$ cat src/design/assert_macros.svh
// assertion macros used by the monitor design file
`ifndef ASSERT_MACROS_SVH
`define ASSERT_MACROS_SVH

`ifndef SYNTHESIS

// property checked on every rising edge, off while reset is applied
`define ASSERT_CLK(lbl, clk, rst_n, prop, msg) \
	lbl: assert property (@(posedge clk) disable iff (!rst_n) (prop)) else $error(msg);

// implication: when cond holds, prop holds on the next edge
`define ASSERT_NEXT(lbl, clk, rst_n, cond, prop, msg) \
	lbl: assert property (@(posedge clk) disable iff (!rst_n) (cond) |=> (prop)) \
		else $error(msg);

`else

`define ASSERT_CLK(lbl, clk, rst_n, prop, msg)
`define ASSERT_NEXT(lbl, clk, rst_n, cond, prop, msg)

`endif

`endif

$ cat src/design/clhm_pkg.sv
// types and constants of the charge limit hysteresis monitor
package clhm_pkg;

	localparam int unsigned PCT_W = 7;
	localparam int unsigned CMP_W = PCT_W + 1;

	// hysteresis band and overshoot margins in percent
	localparam logic [CMP_W-1:0] HYST_BAND    = CMP_W'(5);
	localparam logic [CMP_W-1:0] NAV_MARGIN   = CMP_W'(2);
	localparam logic [CMP_W-1:0] ENDUR_MARGIN = CMP_W'(1);

	typedef enum logic [1:0] {
		CFG_NAV_ENABLE    = 2'd0,
		CFG_NAV_LIMIT     = 2'd1,
		CFG_ENDUR_ENABLE  = 2'd2,
		CFG_ENDUR_LIMIT   = 2'd3
	} cfg_index_t;

	localparam logic [1:0] REP_NONE = 2'd0;
	localparam logic [1:0] REP_ON   = 2'd1;
	localparam logic [1:0] REP_OFF  = 2'd2;

	typedef struct packed {
		logic       endur_overshoot;
		logic [1:0] endur_report;
		logic       nav_overshoot;
		logic [1:0] nav_report;
		logic       endur_stop;
		logic       nav_stop;
	} result_t;

endpackage

$ cat src/design/charge_limit_hysteresis_monitor.sv
// charge limit hysteresis monitor: navigation and endurance charge-stop features
// an accepted input is registered in the input stage, then its result in the result register
// throughput: one input transaction per cycle while m_tready keeps up, one result per input
// input register and result register are decoupled, so one input is taken while a result waits
// reset (arst_n low, asynchronous): config registers 0, state cleared, suppress marks set
`include "assert_macros.svh"

module charge_limit_hysteresis_monitor (
	input  logic       clk,
	input  logic       arst_n,
	input  logic       s_tvalid,
	output logic       s_tready,
	input  logic [7:0] s_tdata,   // [6:0] charge_pct, [7] zero
	output logic       m_tvalid,
	input  logic       m_tready,
	output logic [7:0] m_tdata,   // [0] nav_stop, [1] endur_stop, [3:2] nav_report,
	                              // [4] nav_overshoot, [6:5] endur_report, [7] endur_overshoot
	input  logic       cfg_valid,
	output logic       cfg_ready,
	input  logic [1:0] cfg_index,
	input  logic [6:0] cfg_data
);

	localparam int unsigned PW = clhm_pkg::PCT_W;
	localparam int unsigned CW = clhm_pkg::CMP_W;

	// configuration registers
	logic          nav_enable_q;
	logic [PW-1:0] nav_limit_q;
	logic          endur_enable_q;
	logic [PW-1:0] endur_limit_q;

	// feature state
	logic nav_active_q, endur_active_q, ctrl_mark_q;
	logic nav_prev_en_q, endur_prev_en_q;
	logic nav_suppress_q, endur_suppress_q;
	logic nav_stop_q, endur_stop_q;

	// input stage and result register
	logic              valid_s1;
	logic [PW-1:0]     pct_s1;
	logic              out_valid_q;
	clhm_pkg::result_t out_q;

	logic advance;
	logic cfg_wr;

	assign cfg_ready = 1'b1;
	assign cfg_wr    = cfg_valid && cfg_ready;
	assign advance   = valid_s1 && (!out_valid_q || m_tready);
	assign s_tready  = !valid_s1 || advance;
	assign m_tvalid  = out_valid_q;
	assign m_tdata   = out_q;

	// compare logic
	logic [CW-1:0] c8, ln8, le8;
	logic nav_ge, nav_low, nav_over_ge, endur_ge, endur_low, endur_over_ge;
	logic nav_set, nav_clr, endur_set, endur_clr;
	logic nav_chg, endur_chg;
	logic nav_active_d, nav_stop_d, ctrl_mark_d, nav_supp_mid, nav_suppress_d;
	logic endur_active_d, endur_stop_d, endur_supp_mid, endur_suppress_d;
	clhm_pkg::result_t res_d;

	always_comb begin
		c8  = {1'b0, pct_s1};
		ln8 = {1'b0, nav_limit_q};
		le8 = {1'b0, endur_limit_q};

		nav_ge        = c8 >= ln8;
		// c <= L-5 written as c+5 <= L, false for limits below five
		nav_low       = (c8 + clhm_pkg::HYST_BAND) <= ln8;
		nav_over_ge   = c8 >= (ln8 + clhm_pkg::NAV_MARGIN);
		endur_ge      = c8 >= le8;
		endur_low     = (c8 + clhm_pkg::HYST_BAND) <= le8;
		endur_over_ge = c8 >= (le8 + clhm_pkg::ENDUR_MARGIN);

		nav_chg   = nav_enable_q != nav_prev_en_q;
		endur_chg = endur_enable_q != endur_prev_en_q;

		// navigation
		nav_set = nav_enable_q && nav_ge && !nav_active_q;
		nav_clr = ctrl_mark_q && ((nav_active_q && (!nav_enable_q || nav_low)) ||
			(!nav_enable_q && !nav_active_q));
		nav_active_d = nav_active_q;
		nav_stop_d   = nav_stop_q;
		ctrl_mark_d  = ctrl_mark_q;
		priority if (nav_set) begin
			nav_active_d = 1'b1;
			nav_stop_d   = 1'b1;
			ctrl_mark_d  = 1'b1;
		end else if (nav_clr) begin
			nav_active_d = 1'b0;
			nav_stop_d   = 1'b0;
			ctrl_mark_d  = 1'b0;
		end

		nav_supp_mid = (nav_chg && nav_enable_q) ? nav_ge : nav_suppress_q;
		res_d.nav_overshoot = nav_over_ge && nav_active_d && !nav_supp_mid;
		nav_suppress_d = nav_supp_mid || res_d.nav_overshoot;
		res_d.nav_report = !nav_chg ? clhm_pkg::REP_NONE :
			(nav_enable_q ? clhm_pkg::REP_ON : clhm_pkg::REP_OFF);

		// endurance, stop held inside the band just below the limit
		endur_set = (endur_enable_q && endur_ge) || (endur_active_q && !endur_low && !endur_ge);
		endur_clr = (endur_active_q && (!endur_enable_q || endur_low)) ||
			(!endur_enable_q && !endur_active_q);
		endur_active_d = endur_active_q;
		endur_stop_d   = endur_stop_q;
		priority if (endur_set) begin
			endur_active_d = 1'b1;
			endur_stop_d   = 1'b1;
		end else if (endur_clr) begin
			endur_active_d = 1'b0;
			endur_stop_d   = 1'b0;
		end

		endur_supp_mid = (endur_chg && endur_enable_q) ? endur_ge : endur_suppress_q;
		res_d.endur_overshoot = endur_over_ge && endur_active_d && !endur_supp_mid;
		endur_suppress_d = endur_supp_mid || res_d.endur_overshoot;
		res_d.endur_report = !endur_chg ? clhm_pkg::REP_NONE :
			(endur_enable_q ? clhm_pkg::REP_ON : clhm_pkg::REP_OFF);

		res_d.nav_stop   = nav_stop_d;
		res_d.endur_stop = endur_stop_d;
	end

	// configuration registers
	always_ff @(posedge clk or negedge arst_n) begin
		if (!arst_n) begin
			nav_enable_q   <= 1'b0;
			nav_limit_q    <= '0;
			endur_enable_q <= 1'b0;
			endur_limit_q  <= '0;
		end else if (cfg_wr) begin
			unique case (clhm_pkg::cfg_index_t'(cfg_index))
				clhm_pkg::CFG_NAV_ENABLE:   nav_enable_q   <= cfg_data[0];
				clhm_pkg::CFG_NAV_LIMIT:    nav_limit_q    <= cfg_data;
				clhm_pkg::CFG_ENDUR_ENABLE: endur_enable_q <= cfg_data[0];
				clhm_pkg::CFG_ENDUR_LIMIT:  endur_limit_q  <= cfg_data;
				default: ;
			endcase
		end
	end

	// feature state, config writes should only come while idle; the block itself does not enforce it
	always_ff @(posedge clk or negedge arst_n) begin
		if (!arst_n) begin
			nav_active_q     <= 1'b0;
			endur_active_q   <= 1'b0;
			ctrl_mark_q      <= 1'b0;
			nav_prev_en_q    <= 1'b0;
			endur_prev_en_q  <= 1'b0;
			nav_suppress_q   <= 1'b1;
			endur_suppress_q <= 1'b1;
			nav_stop_q       <= 1'b0;
			endur_stop_q     <= 1'b0;
		end else if (advance) begin
			nav_active_q     <= nav_active_d;
			endur_active_q   <= endur_active_d;
			ctrl_mark_q      <= ctrl_mark_d;
			nav_prev_en_q    <= nav_enable_q;
			endur_prev_en_q  <= endur_enable_q;
			nav_suppress_q   <= nav_suppress_d;
			endur_suppress_q <= endur_suppress_d;
			nav_stop_q       <= nav_stop_d;
			endur_stop_q     <= endur_stop_d;
		end else if (cfg_wr) begin
			if (cfg_index == clhm_pkg::CFG_NAV_ENABLE || cfg_index == clhm_pkg::CFG_NAV_LIMIT) begin
				nav_active_q <= 1'b0;
			end else begin
				endur_active_q <= 1'b0;
			end
		end
	end

	// input stage valid and result valid
	always_ff @(posedge clk or negedge arst_n) begin
		if (!arst_n) begin
			valid_s1    <= 1'b0;
			out_valid_q <= 1'b0;
		end else begin
			if (s_tready) begin
				valid_s1 <= s_tvalid;
			end
			if (advance) begin
				out_valid_q <= 1'b1;
			end else if (m_tready) begin
				out_valid_q <= 1'b0;
			end
		end
	end

	// payload registers
	always_ff @(posedge clk) begin
		if (s_tvalid && s_tready) begin
			pct_s1 <= s_tdata[PW-1:0];
		end
		if (advance) begin
			out_q <= res_d;
		end
	end

	`ASSERT_CLK(a_nav_active_stops, clk, arst_n, !nav_active_q || nav_stop_q, "nav active without stop")
	`ASSERT_CLK(a_nav_active_mark, clk, arst_n, !nav_active_q || ctrl_mark_q, "nav active without mark")
	`ASSERT_CLK(a_endur_active_stops, clk, arst_n, !endur_active_q || endur_stop_q, "endur active without stop")
	`ASSERT_NEXT(a_nav_over_once, clk, arst_n, advance && res_d.nav_overshoot, nav_suppress_q, "nav overshoot not suppressed")
	`ASSERT_NEXT(a_result_loaded, clk, arst_n, advance, m_tvalid, "result lost after transaction")

endmodule

$ cat config.mk
export PLATFORM = sky130hd
export DESIGN_NAME = charge_limit_hysteresis_monitor
export DESIGN_NICKNAME = d
export VERILOG_FILES = /design/src/design/clhm_pkg.sv /design/src/design/charge_limit_hysteresis_monitor.sv
export VERILOG_INCLUDE_DIRS = /design/src /design/src/design
export SDC_FILE = /design/constraint.sdc
export NUM_CORES = 1
export LEC_CHECK = 0
export ABC_CLOCK_PERIOD_IN_PS = 4200
export CAP_MARGIN = 10
export CORE_MARGIN = 10
export CORE_UTILIZATION = 55
export CTS_CLUSTER_SIZE = 20
export DETAILED_ROUTE_END_ITERATION = 6
export DONT_BUFFER_PORTS = 1
export PLACE_DENSITY = 0.7
export SLEW_MARGIN = 40
export SYNTH_ARGS = -nofsm -noshare
export SYNTH_HDL_FRONTEND = slang
export SYNTH_SLANG_ARGS = --single-unit
export TNS_END_PERCENT = 100
$ cat constraint.sdc
create_clock -name clk -period 4.2 [get_ports clk]
set_input_delay 0.21 -clock clk [delete_from_list [all_inputs] [get_ports clk]]
set_output_delay 0.21 -clock clk [all_outputs]
set_load 0.02 [all_outputs]
==> impl_metrics.yaml <==
drt:
  viasPerCell: 5.73
  drtPass1Iterations: 4
  top_layer: "met4"
  wl_um: 6340
  dr_wl_met3_um: 405
  routed-via-count: 2156
  drc: 0
  wl_met1_um: 2840
  wire_per_inst_um: 16.9
  antenna_left: 0
  dr_wl_met2_um: 3050
  drt-initial-drc-count: 73
die:
  ios: 33
  die_y_um: 93.7
  dieArea_um2: 8780
  initial_core_util_pct: 57.7
  core_um2: 5170
  rows: 26
  die_w_um: 93.7
yosys:
  syn_nets: 359
  synth_seq_cells: 42
  synth_mux_area_share_pct: 5.66
  yosys.area_share.simple_pct: 12.8
  yosysUniqueCellTypes: 52
  syn_inst: 291
  synth_compound_area_share_pct: 16.6
  synth-seq-area-share_pct: 37.8
  synth.avg_cell_area_um2: 10.3
  syn_area_um2: 2990
  synthAdderAreaFrac_pct: 19.3
  synth_ff_type: "dfrtp_1"
  synth_top_family_by_area: "adder cells"
  yosysWarnings: 0
  synth_xor_area_share_pct: 4.11
  synth-async-reset-ratio_pct: 64.3
  synth_edf_count: 15
critical_path:
  cp_cell_sequence: "and3_1 -> o21ai_0 -> xnor2_1 -> ha_1 -> and3_1 -> a22o_1 -> and3_4 -> a211oi_2 -> o21ai_2 -> a211oi_2"
  slowest_stage: "edfxtp_1"
  crit_path_start_kind: "flop"
  slowest_delay_ps: 570
  critPathKind: "flop to flop"
  required_ps: 4350
  crit_path_end_kind: "flop"
  r2r_setup_slack_ps: 1360
  cp.arrival_ps: 2990
  r2r_cells: 10
  cp_max_fo: 8
  setup.worst_path.end: "m_tdata[4]"
  cp-startpoint: "pct_s1[3]"
  r2r_end: "m_tdata[4]"
  r2r_start: "pct_s1[3]"
layout:
  drive_gt1_share_pct: 12.7
  utilization_pct: 63.0
  instances_no_fill: 376
  fill_cells: 426
  layout_commonest_cell: "ha_1"
  multi_input_area_um2: 1750
  seq_area_um2: 1130
  nNetsFinal: 373
  final_cell_mix: "ha_1 (46), inv_1 (25), dfrtp_1 (25)"
  n_antenna_cell: 0
  synthToLayoutAreaGrowth_pct: 9.05
clocking:
  cts-root-buf: "clkbuf_8"
  cts_max_level: 2
  cts_sinks: 42
  postCtsSetupRepairBufs: 0
  cts_hold_buf: 2
  cts_tree: "done"
  clkLatencyLatePin_ps: 300
  cts_made_buffers: 5
  clk_path_buf_depth: 2
  ctsResizeCount: 0
  clk_pin_slew_ps: 100
sta:
  maxSlewViolCount: 0
  tightest_slew_ps: 516
  tns_ps: 0
  setup_violations: 0
  rsz0062_at_grt: "false"
  hold_violations: 0
  fin_crit_sh_pct: 67.6
  finClkSkew_ps: 15.5
  fin_crit_ps: 2840
  maxSlewHeadroom_pct: 65.5
  clock.fmax_mhz: 352
pwr:
  power_per_cell_area_nw_per_um2: 444
  irDropWorstVdd_mv: 0.321
  leakagePower_nw: 1.44
hold_path:
  hold_path_class: "input port to flop"
place:
  dp_hpwl_um: 5110
  dpl.cell_count: 359
  numPortBuffers: 0
  gp_congestion: 0.817
flow_run:
  maxCapViolCount: 0
global_routing:
  gr-total-overflow: 0
  grt_antenna_before_repair: 0
  grt_pass1_vias: 2289
  grt_max_degree: 28
  grt_pass1_wl_um: 10700
  grt.total_usage_pct: 15.0
status:
  outcome: "finished, final reports clean"
state kept, by name, summed over array words and instances (netlist names):
register and flops:
endur_limit_q 7, pct_s1 7, m_tvalid 1, nav_prev_en_q 1, nav_active_q 1, m_tdata 8
nav_limit_q 7, endur_suppress_q 1, nav_enable_q 1, endur_active_q 1, endur_stop_q 1, nav_suppress_q 1
endur_enable_q 1, nav_stop_q 1, valid_s1 1, ctrl_mark_q 1, endur_prev_en_q 1
how the worst min path moves through the flow:
stage	start	end	slack [ps]	cells after the start
after floorplan	arst_n	ctrl_mark_q	-90	0
after global placement	arst_n	ctrl_mark_q	-80	0
after detailed placement	arst_n	ctrl_mark_q	-80	0
after global routing	s_tvalid	valid_s1	30	1
after CTS	s_tdata[1]	pct_s1[1]	1	0
final	s_tvalid	valid_s1	20	1
power by group:
| part | total (mW) | switching, mW | internal (mW) |
|---|---|---|---|
| logic | 0.548 | 0.293 | 0.255 |
| registers | 0.624 | 0.100 | 0.523 |
| clock network | 0.272 | 0.152 | 0.120 |
critical path: cells and delay by family (launching register included):
kind | cells | cell delay [ps]
AO/OA/AOI/OAI | 5 | 890
AND/OR/NAND/NOR | 3 | 670
XOR/XNOR | 1 | 250
flip-flops | 1 | 570
adder cells (fa/ha/maj) | 1 | 320
through the flow:
stage / hold WS, ps / instance area, µm² / power (mW) / setup WS, ps
2_1_floorplan: -85.6 / 2990 / 1.04 / 1710
3_3_place_gp: -84.3 / 3060 / 1.14 / 1430
6_report: 22.7 / 3260 / 1.44 / 1360
5_1_grt: 27.1 / 3260 / 1.57 / 1180
3_5_place_dp: -84.2 / 3060 / 1.17 / 1380
4_1_cts: 1.03 / 3190 / 1.45 / 1380
final cells by class:
type	count	share of cell area, %
Timing Repair Buffer	9	3.07
Clock inverter	3	0.768
Inverter	26	3.00
Multi-Input combinational cell	221	53.7
Clock buffer	5	2.11
Tap cell	70	2.69
Sequential cell	42	34.7
logic make-up (layout without fill, tap and decap cells):
| group | Yosys count | in the layout |
|---|---|---|
| compound gates | 75 | 75 |
| simple gates | 70 | 70 |
| fa+ha+maj | 46 | 46 |
| flops | 42 | 42 |
| buf+inv | 28 | 43 |
| mux | 15 | 15 |
| xor+xnor | 14 | 14 |
| other cells | 1 | 1 |
layer usage:
layer / up-vias / GRT usage, %
met1: 1010 / 19.1
met2: 49 / 24.0
li1: 1091 / -
met4: 0 / 3.80
met3: 6 / 5.04
met5: - / 0
cell usage after synthesis (all sizes together) (4+ instances only):
cell	number	area (µm²)
nor2	7	26.3
ha	46	576
mux2	15	169
nand2	19	71.3
edfxtp	15	450
o21ai	20	104
nand3	13	77.6
and3	6	42.5
nand2b	9	56.3
nor2b	4	25.0
dfrtp	25	626
a21o	6	45.0
inv	26	97.6
a21oi	21	109
xnor2	13	114
a211oi	7	62.6
and2	4	27.5
No activity file was read; power rests on OpenSTA's default activity.
